==> src/design/ifr_pkg.sv <==
`timescale 1ns / 1ps

package ifr_pkg;

   localparam logic [7:0] FLAG_BYTE = 8'h7E;
   localparam logic [7:0] ESC_BYTE  = 8'h7D;
   localparam logic [7:0] CTRL_ACK  = 8'h05;
   localparam logic [7:0] CTRL_NACK = 8'h01;

   localparam logic [1:0] VERDICT_NEW = 2'd0;
   localparam logic [1:0] VERDICT_DUP = 2'd1;
   localparam logic [1:0] VERDICT_REJ = 2'd2;

   localparam logic [7:0] REG_MAX_FRAME = 8'd0;
   localparam logic [7:0] REG_ADDRESS   = 8'd1;

   localparam int RSP_DATA_W = 32;

   // Reply run: flag, address, control, header check, flag.
   localparam logic [2:0] REPLY_LAST_IDX = 3'd4;

   // What one accepted line byte asks of the output side.
   typedef struct packed {
      logic        payload;   // deliver data as a payload byte
      logic        reply;     // emit the five-byte reply run
      logic [7:0]  data;
      logic [7:0]  addr;
      logic [7:0]  ctrl;
      logic [1:0]  verdict;
      logic [15:0] count;
   } event_type;

endpackage

==> src/design/ifr_parser.sv <==
`timescale 1ns / 1ps

module ifr_parser #(
   parameter int COUNT_BITS = 16
) (
   input  logic                 clock,
   input  logic                 reset,
   input  logic                 in_accept,
   input  logic [7:0]           rx_byte,
   input  logic [15:0]          max_frame_bytes,
   input  logic [7:0]           address_byte,
   output ifr_pkg::event_type   evt
);

   localparam int CMP_W = (COUNT_BITS > 16) ? COUNT_BITS : 16;

   localparam logic [2:0] ST_START    = 3'd0;
   localparam logic [2:0] ST_FLAG     = 3'd1;
   localparam logic [2:0] ST_ADDR     = 3'd2;
   localparam logic [2:0] ST_CTRL_NEW = 3'd3;
   localparam logic [2:0] ST_CTRL_OLD = 3'd4;
   localparam logic [2:0] ST_DATA     = 3'd5;
   localparam logic [2:0] ST_SKIP     = 3'd6;

   logic [2:0]            state_ff, state_in;
   logic                  seq_ff, seq_in;
   logic                  esc_ff, esc_in;
   logic [7:0]            xor_ff, xor_in;
   logic [COUNT_BITS-1:0] cnt_ff, cnt_in;
   logic [7:0]            held_byte_ff, held_byte_in;
   logic                  held_valid_ff, held_valid_in;

   logic [7:0]       c_new;
   logic [7:0]       c_old;
   logic [7:0]       c_hdr;
   logic             is_flag;
   logic             is_esc;
   logic             clear;
   logic [CMP_W-1:0] cnt_wide;
   logic [CMP_W-1:0] max_wide;
   logic [CMP_W-1:0] dlv_wide;
   logic [15:0]      delivered;
   logic             overflow;

   assign c_new    = {1'b0, seq_ff, 6'b0};
   assign c_old    = {1'b0, ~seq_ff, 6'b0};
   assign c_hdr    = (state_ff == ST_CTRL_NEW) ? c_new : c_old;
   assign is_flag  = (rx_byte == ifr_pkg::FLAG_BYTE);
   assign is_esc   = (rx_byte == ifr_pkg::ESC_BYTE);
   assign cnt_wide = CMP_W'(cnt_ff);
   assign max_wide = CMP_W'(max_frame_bytes);
   assign dlv_wide = cnt_wide - CMP_W'(1);
   // The held byte is the check byte, so it is not counted as delivered.
   assign delivered = (cnt_ff == '0) ? 16'd0 : dlv_wide[15:0];
   assign overflow  = (cnt_wide >= max_wide) || (cnt_ff == '1);

   always_comb begin
      state_in      = state_ff;
      seq_in        = seq_ff;
      esc_in        = esc_ff;
      xor_in        = xor_ff;
      cnt_in        = cnt_ff;
      held_byte_in  = held_byte_ff;
      held_valid_in = held_valid_ff;
      clear         = 1'b0;
      evt           = '0;
      evt.data      = held_byte_ff;
      evt.addr      = address_byte;
      case (state_ff)
         ST_FLAG: begin
            if (is_flag) state_in = ST_FLAG;
            else if (rx_byte == address_byte) state_in = ST_ADDR;
            else state_in = ST_START;
         end
         ST_ADDR: begin
            if (is_flag) state_in = ST_FLAG;
            else if (rx_byte == c_new) state_in = ST_CTRL_NEW;
            else if (rx_byte == c_old) state_in = ST_CTRL_OLD;
            else state_in = ST_START;
         end
         ST_CTRL_NEW, ST_CTRL_OLD: begin
            if (is_flag) begin
               state_in = ST_FLAG;
            end else if (rx_byte == (address_byte ^ c_hdr)) begin
               state_in = (state_ff == ST_CTRL_NEW) ? ST_DATA : ST_SKIP;
               clear    = 1'b1;
            end else begin
               state_in = ST_START;
            end
         end
         ST_SKIP: begin
            if (!esc_ff && is_flag) begin
               evt.reply   = 1'b1;
               evt.ctrl    = {seq_ff, ifr_pkg::CTRL_ACK[6:0]};
               evt.verdict = ifr_pkg::VERDICT_DUP;
               state_in    = ST_START;
               clear       = 1'b1;
            end else begin
               esc_in = !esc_ff && is_esc;
            end
         end
         ST_DATA: begin
            if (!esc_ff && is_flag) begin
               evt.reply = 1'b1;
               state_in  = ST_START;
               clear     = 1'b1;
               if (!held_valid_ff || cnt_ff == '0) begin
                  evt.ctrl    = {seq_ff, ifr_pkg::CTRL_NACK[6:0]};
                  evt.verdict = ifr_pkg::VERDICT_REJ;
               end else if (xor_ff == 8'd0) begin
                  // XOR over payload and check byte is zero for a good frame.
                  evt.ctrl    = {~seq_ff, ifr_pkg::CTRL_ACK[6:0]};
                  evt.verdict = ifr_pkg::VERDICT_NEW;
                  evt.count   = delivered;
                  seq_in      = ~seq_ff;
               end else begin
                  evt.ctrl    = {seq_ff, ifr_pkg::CTRL_NACK[6:0]};
                  evt.verdict = ifr_pkg::VERDICT_REJ;
                  evt.count   = delivered;
               end
            end else if (!esc_ff && is_esc) begin
               esc_in = 1'b1;
            end else begin
               esc_in = 1'b0;
               if (overflow) begin
                  evt.reply   = 1'b1;
                  evt.ctrl    = {seq_ff, ifr_pkg::CTRL_NACK[6:0]};
                  evt.verdict = ifr_pkg::VERDICT_REJ;
                  evt.count   = delivered;
                  state_in    = ST_START;
                  clear       = 1'b1;
               end else begin
                  evt.payload   = held_valid_ff;
                  xor_in        = xor_ff ^ rx_byte;
                  held_byte_in  = rx_byte;
                  held_valid_in = 1'b1;
                  cnt_in        = cnt_ff + COUNT_BITS'(1);
               end
            end
         end
         default: begin
            state_in = is_flag ? ST_FLAG : ST_START;
         end
      endcase
      if (clear) begin
         esc_in        = 1'b0;
         xor_in        = 8'd0;
         cnt_in        = '0;
         held_byte_in  = 8'd0;
         held_valid_in = 1'b0;
      end
   end

   always_ff @(posedge clock) begin
      if (reset) begin
         state_ff      <= ST_START;
         seq_ff        <= 1'b0;
         esc_ff        <= 1'b0;
         xor_ff        <= 8'd0;
         cnt_ff        <= '0;
         held_valid_ff <= 1'b0;
      end else if (in_accept) begin
         state_ff      <= state_in;
         seq_ff        <= seq_in;
         esc_ff        <= esc_in;
         xor_ff        <= xor_in;
         cnt_ff        <= cnt_in;
         held_valid_ff <= held_valid_in;
      end
   end

   always_ff @(posedge clock) begin
      if (reset) begin
         held_byte_ff <= 8'd0;
      end else if (in_accept) begin
         held_byte_ff <= held_byte_in;
      end
   end

endmodule

==> src/design/ifr_reply_seq.sv <==
`timescale 1ns / 1ps

module ifr_reply_seq (
   input  logic                            clock,
   input  logic                            reset,
   input  logic                            load,
   input  ifr_pkg::event_type              evt,
   output logic                            can_load,
   input  logic                            rsp_tready,
   output logic                            rsp_tvalid,
   output logic [ifr_pkg::RSP_DATA_W-1:0]  rsp_tdata,
   output logic                            rsp_tlast,
   output logic                            rsp_tuser
);

   logic               busy_ff, busy_in;
   logic [2:0]         idx_ff, idx_in;
   ifr_pkg::event_type evt_ff;
   logic               done;
   logic [7:0]         out_byte;
   logic [1:0]         verdict;
   logic [15:0]        count;

   assign done     = busy_ff && rsp_tready &&
                     (!evt_ff.reply || idx_ff == ifr_pkg::REPLY_LAST_IDX);
   assign can_load = !busy_ff || done;

   always_comb begin
      busy_in = busy_ff;
      idx_in  = idx_ff;
      if (load) begin
         busy_in = 1'b1;
         idx_in  = 3'd0;
      end else if (done) begin
         busy_in = 1'b0;
      end else if (busy_ff && rsp_tready) begin
         idx_in = idx_ff + 3'd1;
      end
   end

   always_ff @(posedge clock) begin
      if (reset) begin
         busy_ff <= 1'b0;
         idx_ff  <= 3'd0;
      end else begin
         busy_ff <= busy_in;
         idx_ff  <= idx_in;
      end
   end

   always_ff @(posedge clock) begin
      if (load) evt_ff <= evt;
   end

   always_comb begin
      case (idx_ff)
         3'd0:    out_byte = ifr_pkg::FLAG_BYTE;
         3'd1:    out_byte = evt_ff.addr;
         3'd2:    out_byte = evt_ff.ctrl;
         3'd3:    out_byte = evt_ff.addr ^ evt_ff.ctrl;
         default: out_byte = ifr_pkg::FLAG_BYTE;
      endcase
      if (!evt_ff.reply) out_byte = evt_ff.data;
      verdict = evt_ff.reply ? evt_ff.verdict : 2'd0;
      count   = evt_ff.reply ? evt_ff.count : 16'd0;
   end

   assign rsp_tvalid = busy_ff;
   assign rsp_tuser  = evt_ff.reply;
   assign rsp_tlast  = evt_ff.reply && (idx_ff == ifr_pkg::REPLY_LAST_IDX);
   assign rsp_tdata  = {6'd0, count, verdict, out_byte};

endmodule

==> src/design/info_frame_receiver_top.sv <==
`timescale 1ns / 1ps

// Receiver for stop-and-wait information frames. Line bytes enter on req_ at up to one
// per clock; each one is parsed in the cycle it is accepted, and a byte that yields a
// result loads it into the output register at that same edge. A payload byte leaves one
// byte late, so the trailing check byte is never shown. A byte that ends a frame (or
// overflows it) yields a five-byte ACK or NACK run on rsp_. req_tready is low whenever
// the output register holds a result that cannot leave in the current cycle, so a result
// held by rsp_tready low stalls every input byte. With rsp_tready high a payload result
// leaves in the next cycle and bytes keep flowing without a gap, while a reply run keeps
// req_tready low while it shows its first four bytes and lets it rise with the fifth.
// The user must write registers on csr_ only while the block is idle; the block does
// not enforce this. csr_ready is always high.
module info_frame_receiver_top #(
   parameter int COUNT_BITS = 16
) (
   input  logic                            clock,
   input  logic                            reset,
   // req_tdata: rx_byte[7:0]
   input  logic                            req_tvalid,
   output logic                            req_tready,
   input  logic [7:0]                      req_tdata,
   // rsp_tdata: out_byte[7:0], frame_verdict[9:8], payload_count[25:10], zero fill
   output logic                            rsp_tvalid,
   input  logic                            rsp_tready,
   output logic [ifr_pkg::RSP_DATA_W-1:0]  rsp_tdata,
   output logic                            rsp_tlast,
   // rsp_tuser: out_kind[0]
   output logic                            rsp_tuser,
   input  logic                            csr_valid,
   output logic                            csr_ready,
   input  logic [7:0]                      csr_index,
   input  logic [15:0]                     csr_data
);

   logic [15:0]        max_frame_ff;
   logic [7:0]         address_ff;
   logic               in_accept;
   logic               can_load;
   logic               load;
   ifr_pkg::event_type evt;

   assign csr_ready  = 1'b1;
   assign req_tready = can_load;
   assign in_accept  = req_tvalid && req_tready;
   assign load       = in_accept && (evt.payload || evt.reply);

   always_ff @(posedge clock) begin
      if (reset) begin
         max_frame_ff <= 16'd10000;
         address_ff   <= 8'd3;
      end else if (csr_valid && csr_ready) begin
         case (csr_index)
            ifr_pkg::REG_MAX_FRAME: max_frame_ff <= csr_data;
            ifr_pkg::REG_ADDRESS:   address_ff   <= csr_data[7:0];
            default: ;
         endcase
      end
   end

   ifr_parser #(
      .COUNT_BITS(COUNT_BITS)
   ) u_parser (
      .clock           (clock),
      .reset           (reset),
      .in_accept       (in_accept),
      .rx_byte         (req_tdata),
      .max_frame_bytes (max_frame_ff),
      .address_byte    (address_ff),
      .evt             (evt)
   );

   ifr_reply_seq u_seq (
      .clock      (clock),
      .reset      (reset),
      .load       (load),
      .evt        (evt),
      .can_load   (can_load),
      .rsp_tready (rsp_tready),
      .rsp_tvalid (rsp_tvalid),
      .rsp_tdata  (rsp_tdata),
      .rsp_tlast  (rsp_tlast),
      .rsp_tuser  (rsp_tuser)
   );

endmodule

==> config.mk <==
export PLATFORM = sky130hd
export DESIGN_NAME = info_frame_receiver_top
export DESIGN_NICKNAME = d
export VERILOG_FILES = /design/src/design/ifr_pkg.sv /design/src/design/ifr_parser.sv /design/src/design/ifr_reply_seq.sv /design/src/design/info_frame_receiver_top.sv
export SDC_FILE = /design/constraint.sdc
export NUM_CORES = 1
export LEC_CHECK = 0
export BUFFER_PORTS_ARGS = -buffer_cell sky130_fd_sc_hd__buf_2
export CAP_MARGIN = 40
export CORE_MARGIN = 8
export CORE_UTILIZATION = 50
export CTS_CLUSTER_DIAMETER = 120
export DETAILED_ROUTE_END_ITERATION = 8
export PLACE_DENSITY = 0.7
export REMOVE_ABC_BUFFERS = 1
export SETUP_SLACK_MARGIN = 0.05
export SLEW_MARGIN = 10
export SYNTH_ARGS = -nofsm -noshare
export SYNTH_HDL_FRONTEND = slang
export SYNTH_HIERARCHICAL = 1
export SYNTH_SLANG_ARGS = --single-unit
==> constraint.sdc <==
create_clock -name clock -period 4.1 [get_ports clock]
set_input_delay 0.205 -clock clock [delete_from_list [all_inputs] [get_ports clock]]
set_output_delay 0.205 -clock clock [all_outputs]
set_load 0.01 [all_outputs]
# Word level (Yosys, flattened, before mapping)

Cells that the tools add are included.

$add $sub $neg: 3
$mul: 0
Divide/modulo/power cells: 0
Order comparisons: 1
Equal/unequal tests: 26
Shift operators: 0
Multiplexer cells: 68
Bitwise operators: 6
Reduce and logical (&&, ||, !) cells: 31

Operator list:

| operator                                              | number |
|---|---|
| 2-to-1 mux 16 bit                                     | 8 |
| 2-to-1 mux 26 bit                                     | 4 |
| 2-to-1 mux 8 bit                                      | 11 |
| 2-to-1 mux 3 bit                                      | 10 |
| case mux 8 bit (3 select lines)                       | 1 |
| bitwise XOR 8 bit                                     | 3 |
| 2-to-1 mux 1 bit                                      | 22 |
| 2-to-1 mux 10 bit                                     | 2 |
| case mux 10 bit (2 select lines)                      | 1 |
| adder 16 x 1 -> 16 bit, second input constant         | 1 |
| equality test 16 bit, second input constant           | 1 |
| equality test 8 x 7 -> 1 bit                          | 2 |
| equality test 8 x 7 -> 1 bit, second input constant   | 2 |
| equality test 8 bit                                   | 2 |
| greater-or-equal comparator 16 bit                    | 1 |
| zero test 16 bit                                      | 1 |
| zero test 8 bit                                       | 2 |
| subtractor 16 x 1 -> 16 bit, second input constant    | 1 |
| case mux 3 bit (5 select lines)                       | 1 |
| equality test 3 x 2 -> 1 bit, second input constant   | 4 |
| equality test 3 bit, second input constant            | 4 |
| AND reduction 5 bit                                   | 2 |
| inequality test 3 x 2 -> 1 bit, second input constant | 3 |
| equality test 8 x 1 -> 1 bit, second input constant   | 1 |
| other kinds (17)                                      | 45 |

Flip-flop bits (word level): 109
Latch bits: 0
Memory bits (writable): 0
ROM bits: 0
Input bits: 37
Output and inout bits: 37
Word-level logic and storage cells: 152
Memories: 0

# Depth between registers and ports, before layout

Gate-level depths: netlist of the first run.

Word-level depth: 9
Mapped depth: 12
Depth with buffers taken out: 11

# By module

Netlist of the first run, hierarchy kept.

Modules (own cells, without submodules):

| module                  | times used | cells each | area each (um2) | sequential area each (um2) |
|---|---|---|---|---|
| ifr_parser              | 1          | 425        | 3294.4          | 760.7 |
| ifr_reply_seq           | 1          | 153        | 2053.2          | 1371.3 |
| info_frame_receiver_top | 1          | 110        | 1083.5          | 480.5 |

# Least setup slack after synthesis of the first run

No wires, ideal clock.

Path type: register to register
Start: register u_parser.cnt_ff[0]
End: register u_seq.idx_ff[2]
Library setup time: 121 ps
Arrival time: 3544 ps
Data required time: 3979 ps
Setup slack: 435 ps
Cell stages (with the launch flop): 12
Path buffers: 1
Period minus slack after synthesis: 3665 ps
Path through: dfxtp_1 -> inv_1 -> ha_1 -> nand2b_1 -> a2111oi_0 -> o32ai_1 -> nor3_2 -> clkbuf_1 -> and3_1 -> o21a_1 -> or2_2 -> a211oi_1

RTL lines:

| what                   | RTL line            | text |
|---|---|---|
| from (decl)            | ifr_parser.sv:29    | `logic [COUNT_BITS-1:0] cnt_ff, cnt_in;` |
| from (signal assigned) | ifr_parser.sv:167   | `cnt_ff <= cnt_in;` |
| to (signal assigned)   | ifr_reply_seq.sv:47 | `idx_ff <= idx_in;` |
| to (decl)              | ifr_reply_seq.sv:17 | `logic [2:0] idx_ff, idx_in;` |

==> metrics.txt, run 1 <==
Clock Latency Late Sink=350 ps; worst-margin pin slew=907 ps; worst r2r path cells=11; sw power=0.655 mW; xor/xnor share of the synthesized area=3.75%; CTS Root Cell=clkbuf_16; reg2reg setup slack=670 ps; initial antenna violation count=0; Worst path slowest cell=or3_1; Synth-to-Final Area Change=8.33%; Post-synth EDFFs=43; Longest Clk Path Bufs=2; Vias=5076; largest stage delay on the critical path=490 ps; # IOs=74; CP Launch Type=register; Final period util=83.8%; post-CTS setup buffer count=0; Synth Area in Adders=4.67%; maximum fanout along the worst path=21; Initial Util=51.2%; Synthesis Warnings=6; clk slew on worst S/H paths=80 ps; Synth Flop Type=dfxtp_1; Final Hold Viols=0; Simple-Gate Fraction of Synth Area=23.1%; Tot GR Track Use=17.7%; max cap viols=0; GPL Wtd Cong=0.902; Flop pwr share=51.1%; worst reg2reg path endpoint=u_seq/idx_ff[2]; sequential share of the synthesized area=40.6%; WP data arrival=3700 ps; # setup viols final=0; Hold EP=max_frame_ff[11]; FP Rows=41; cell count after synthesis=688; area leader, netlist=dfxtp_1; routed len/inst=16.6 µm; type of the worst setup path=register to register; Post-Syn Area=6430 µm²; internal power=1.70 mW; filler instances=1128; hold_sp=csr_data[11]; Post-route DRC=0; Peak VDD IR=0.000179 V; multiplexer share of the synthesized area=3.13%; Resized cells post-CTS=0; Sum Neg Setup Slack=0 ps; Synth area leaders=dfxtp_1 (21%), edfxtp_1 (20%), ha_1 (4.7%), nor2_1 (3.3%), mux2i_1 (3.0%); Clock power frac=36.8%; Distinct cells, synth=80; first-pass iteration count of the detailed router=5; final cell count without fillers=894; global route overflow=0; Die W=129 µm; Inserted Clock Buffers=9; largest family of logic cells by synthesized area=simple AND/OR/NAND/NOR gates; Logic pwr share=12.1%; layout cells sized above 1=15.9%; largest net degree at the start of global routing=49; core area=12600 µm²; Worst Hold Class=primary input to register; Tmin final=3430 ps; first-pass GRT wire length=24100 µm; FFs w/ async S/R, synth=0%; Placed Cells=878; Pleak=2.65 nW; n_diodes=0; outcome=finished clean; Clock Skews=8.05 ps; clock sinks=109; Post-CTS Hold Fix Bufs=0; worst hold stages=3; H-tree levels=3; unrepaired setup endpoints after global routing=no; Hold WS=103 ps; Yosys top cell area share=20.5%; Worst Setup SP=u_parser/cnt_ff[0]; Reg area=2610 µm²; IO buf count=66; pwr dens=338 nW/µm²; final WL=14800 µm; Nets=778; Final Max Tran Viols=0; vias in the first global route=4929; CP required=4370 ps; DR vias/cell=5.68; detailed placement HPWL=11000 µm; CTS tree=done; DIE AREA=16700 µm²; mean post-synth cell area=9.35 µm²; Detailed Route Iter0 Violations=455; Max Fclk=291 MHz; endpoint class of the critical path=register; crit path cell chain=inv_1 > ha_1 > nand2b_1 > a2111oi_0 > o32ai_1 > or3_1 > nand2_1 > nand2_1 > o21a_2 > or2_2 > a211oi_1; Die Ht=129 µm; remaining antenna violation count=0; cell mode on critical path=nand2_1; complex-gate fraction of the synthesized area=16.2%; Worst slew margin=38.0%; #FFs+latches synth=109; Sw Share=27.8%; area of the multi-input gates=3320 µm²; RR Startpoint=u_parser/cnt_ff[0]
[synthesized netlist by cell type, types with 3 or more instances]
| master | n |
|---|---|
| o2111ai_1 | 3 |
| clkbuf_1 | 18 |
| nand3_1 | 12 |
| nor3_1 | 18 |
| buf_6 | 7 |
| or4_1 | 4 |
| nand4_1 | 14 |
| nor2b_1 | 21 |
| or2_2 | 3 |
| o211ai_1 | 5 |
| and3_1 | 5 |
| dfxtp_1 | 66 |
| a22oi_1 | 15 |
| conb_1 | 3 |
| and2_1 | 24 |
| nor4_2 | 3 |
| xor2_1 | 13 |
| a21oi_1 | 28 |
| nand3b_1 | 3 |
| edfxtp_1 | 43 |
| inv_1 | 30 |
| a41oi_1 | 6 |
| nand2_1 | 32 |
| or3_1 | 6 |
| o21ai_1 | 3 |
| buf_4 | 22 |
| xnor2_1 | 12 |
| nor4_1 | 9 |
| nor2_1 | 56 |
| o21ai_0 | 30 |
| mux2i_1 | 19 |
| buf_2 | 17 |
| a31oi_1 | 10 |
| a22o_1 | 13 |
| nor3b_1 | 5 |
| nand2b_1 | 21 |
| ha_1 | 24 |
| o31ai_1 | 9 |
| o21a_1 | 5 |
[flip-flops by register name, indices dropped and copies added (netlist names)]
signal and cells:
u_seq/rsp_tuser 1, u_parser/held_byte_ff 8, u_seq/idx_ff 3, u_seq/rsp_tvalid 1, u_parser/esc_ff 1, u_parser/state_ff 3
u_parser/xor_ff 8, u_parser/seq_ff 1, max_frame_ff 16, u_parser/cnt_ff 16, u_parser/held_valid_ff 1, u_seq/evt_ff 42
address_ff 8
[per-layer routing]
metal / wire length [µm] / track usage (%) / vias to the layer above / part of all wire, %
li1: - / - / 2512 / -
met1: 7110 / 23.3 / 2389 / 48
met2: 6560 / 28.1 / 152 / 44
met3: 868 / 3.20 / 23 / 5.9
met4: 297 / 7.58 / 0 / 2.0
met5: 0 / 0 / - / 0
[worst max-delay path by stage]
stage	slack [ps]	end	cells past startpoint
after floorplan	440	u_seq/idx_ff[2]	10
final	670	u_seq/idx_ff[2]	11
after global routing	440	u_seq/idx_ff[2]	11
after detailed placement	740	u_seq/idx_ff[2]	11
after CTS	720	u_seq/idx_ff[2]	11
after global placement	860	u_seq/evt_ff[35]	10
[cell usage in the layout (no fill, tap or decap), types with 14 or more instances in the layout]
| master | synthesis | routed |
|---|---|---|
| a21oi_1 | 28 | 28 |
| a22oi_1 | 15 | 15 |
| and2_1 | 24 | 24 |
| buf_2 | 17 | 66 |
| dfxtp_1 | 66 | 66 |
| edfxtp_1 | 43 | 43 |
| ha_1 | 24 | 24 |
| inv_1 | 30 | 30 |
| mux2i_1 | 19 | 19 |
| nand2_1 | 32 | 32 |
| nand2b_1 | 21 | 21 |
| nand4_1 | 14 | 14 |
| nor2_1 | 56 | 56 |
| nor2b_1 | 21 | 21 |
| nor3_1 | 18 | 18 |
| o21ai_0 | 30 | 30 |
[power groups by stage]
| stage | Combinational, mW | Sequential (mW) | Clock, mW |
|---|---|---|---|
| floorplan | 0.200 | 1.21 | 0 |
| CTS | 0.283 | 1.20 | 0.883 |
| detailed placement | 0.282 | 1.23 | 0 |
| finish | 0.285 | 1.20 | 0.866 |
| global placement | 0.277 | 1.22 | 0 |
| global route | 0.316 | 1.21 | 0.925 |
[area by class of cell]
type / instances / share of cell area (%)
Sequential cell: 109 / 37.5
Clock inverter: 7 / 1.13
Multi-Input combinational cell: 491 / 47.6
Clock buffer: 9 / 3.23
Inverter: 31 / 1.74
Timing Repair Buffer: 75 / 5.71
Tap cell: 172 / 3.09
[stage by stage]
| stage | setup slack (ps) | area (µm²) | utilization, % | total power [mW] |
|---|---|---|---|---|
| floorplan | 442 | 6050 | - | 1.41 |
| global placement | 865 | 6660 | 53.0 | 1.50 |
| detailed placement | 744 | 6660 | 53.0 | 1.51 |
| CTS | 718 | 6970 | 55.4 | 2.37 |
| global route | 439 | 6970 | 55.4 | 2.45 |
| finish | 665 | 6970 | 55.4 | 2.35 |
[critical path, delay by kind of cell, from the launching register on]
kind	cells	cell delay, ps
simple gates	5	1230
fa+ha+maj	1	270
flops	1	460
buf+inv	1	100
compound gates	4	1270
[logic make-up (layout without fill, tap and decap cells)]
| kind of cell | count (synthesis) | in the layout |
|---|---|---|
| buffers and inverters | 97 | 122 |
| flip-flops | 109 | 109 |
| other | 3 | 12 |
| adder cells (fa/ha/maj) | 24 | 24 |
| AO/OA/AOI/OAI | 151 | 151 |
| XOR/XNOR | 26 | 26 |
| AND/OR/NAND/NOR | 258 | 258 |
| multiplexers | 20 | 20 |
(Power assumes the default switching activity.)
==> inputs of run 2 (changes only) <==
--- a/config.mk
+++ b/config.mk
@@ -11,7 +11,7 @@
 export CORE_UTILIZATION = 50
 export CTS_CLUSTER_DIAMETER = 120
 export DETAILED_ROUTE_END_ITERATION = 8
-export PLACE_DENSITY = 0.7
+export PLACE_DENSITY = 0.73
 export REMOVE_ABC_BUFFERS = 1
 export SETUP_SLACK_MARGIN = 0.05
 export SLEW_MARGIN = 10
==> constraint.sdc (replaced) <==
create_clock -name clock -period 3 [get_ports clock]
set_input_delay 0.15 -clock clock [delete_from_list [all_inputs] [get_ports clock]]
set_output_delay 0.15 -clock clock [all_outputs]
set_load 0.01 [all_outputs]
==> run 2 against run 1 <==
Against the previous run:
- sequential share of layout area fell by 1.0 points
- sequential cell count did not move
- clock skew barely moved
- design area rose by 2.8%
- fmax rose by 21%
- largest cell class unchanged
==> metrics.txt, run 2 (synthesized netlist as in run 1, its figures left out) <==
Worst slew margin=46.0%; n_diodes=0; clock sinks=109; initial antenna violation count=0; Worst Hold Class=primary input to register; final cell count without fillers=912; Post-route DRC=0; post-CTS setup buffer count=0; utilization after layout=57.0%; endpoint class of the critical path=register; pwr dens=456 nW/µm²; CP Launch Type=register; Die W=129 µm; Die Ht=129 µm; maximum fanout along the worst path=10; CTS tree=done; filler instances=1138; first-pass iteration count of the detailed router=7; layout cells sized above 1=18.8%; outcome=finished clean; RR Startpoint=u_parser/cnt_ff[3]; detailed placement HPWL=11600 µm; Clock Skews=7.73 ps; core area=12600 µm²; worst-margin pin slew=808 ps; # IOs=74; max reg flops=42; Longest Clk Path Bufs=2; routed len/inst=17.0 µm; worst r2r path cells=10; largest net degree at the start of global routing=51; most flop-heavy register=u_seq/evt_ff; global route overflow=0; Worst path slowest cell=dfxtp_1; H-tree levels=3; first-pass GRT wire length=25100 µm; WP depth=10; Final Max Tran Viols=0; CTS Root Cell=clkbuf_16; final WL=15500 µm; commonest non-fill, non-tap cells in the layout=dfxtp_1 (66), buf_2 (66), nor2_1 (56), edfxtp_1 (43), nand2_1 (31); Clock Latency Late Sink=350 ps; # setup viols final=0; FP Rows=41; clk slew on worst S/H paths=80 ps; Worst Setup SP=u_parser/cnt_ff[3]; largest stage delay on the critical path=530 ps; IO buf count=66; reg2reg setup slack=170 ps; Detailed Route Iter0 Violations=464; Final Hold Viols=0; Inserted Clock Buffers=9; type of the worst setup path=register to register; CP required=3260 ps; Sum Neg Setup Slack=0 ps; Synth-to-Final Area Change=11.4%; Initial Util=51.2%; Vias=5182; DR vias/cell=5.68; Largest regs=u_seq/evt_ff x42, max_frame_ff x16, u_parser/cnt_ff x16; unrepaired setup endpoints after global routing=yes; Tmin final=2830 ps; Pleak=2.75 nW; vias in the first global route=5035; worst reg2reg path endpoint=u_seq/idx_ff[2]; CP top delay family=compound AO/OA/AOI/OAI gates; Tot GR Track Use=18.6%; Nets=796; crit path capture=u_seq/idx_ff[2]; DIE AREA=16700 µm²; Post-CTS Hold Fix Bufs=0; Final period util=94.4%; GPL Wtd Cong=0.863; crit path cell chain=ha_1 > o21a_1 > o2111ai_1 > o32ai_4 > or3_4 > nand2_2 > nand2_1 > o21a_2 > or2_2 > a211oi_1; Max Fclk=353 MHz; remaining antenna violation count=0; Placed Cells=896; max cap viols=0; Peak VDD IR=0.000248 V; WP data arrival=3090 ps; Buf/Inv on CP=0
==> run 2: worst min path at each step <==
stage | slack, ps | startpoint | cells after the start | end
after floorplan | 220 | reset | 1 | address_ff[4]
after global placement | 410 | csr_data[13] | 3 | max_frame_ff[13]
after detailed placement | 420 | csr_data[13] | 3 | max_frame_ff[13]
after CTS | 50 | csr_data[13] | 3 | max_frame_ff[13]
after global routing | 40 | csr_data[13] | 3 | max_frame_ff[13]
final | 50 | csr_data[13] | 3 | max_frame_ff[13]
==> run 2: power breakdown <==
group          internal [mW]  total, mW  switching (mW)
registers               1.56       1.60          0.0466
logic                  0.203      0.487           0.283
clock network          0.593       1.18           0.582
total                   2.35       3.27           0.912
==> run 2: what timing repair did <==
item / CTS / global route
endpoints found under the hold margin: 0 / 0
resized for setup: 1 / 8
endpoints found under the setup margin: 1 / 60
pin swaps: 0 / 2
==> run 2: stage by stage <==
stage                     total power, mW  area (µm²)  hold slack [ps]  setup slack (ps)
final                                3.27        7160             51.1               169
after global routing                 3.40        7160             44.5              8.24
after CTS                            3.27        7110             47.3              52.8
after detailed placement             2.10        6810              415               112
after global placement               2.09        6810              408               231
after floorplan                      1.92        6050              219              -658
==> run 2: layout make-up <==
cell class | count | area (µm²) | share of cell area (%)
clock inverters | 7 | 73.8 | 1.03
inverters | 31 | 121 | 1.69
multi-input cells | 491 | 3370 | 47.0
repair buffers | 93 | 546 | 7.62
well taps | 172 | 215 | 3.00
flip-flops and latches | 109 | 2610 | 36.5
clock buffers | 9 | 225 | 3.14
==> run 2: worst min-delay path, cell delays in order <==
cell	delay [ps]
buf_2	70
nor2_1	30
mux2i_1	110
==> run 2: routing by layer <==
metal | vias to the layer above | GRT usage (%) | wire (µm)
met5 | - | 0 | 0
met4 | 0 | 6.49 | 271
met3 | 24 | 4.40 | 1040
li1 | 2548 | - | -
met2 | 201 | 30.2 | 7110
met1 | 2409 | 23.8 | 7050
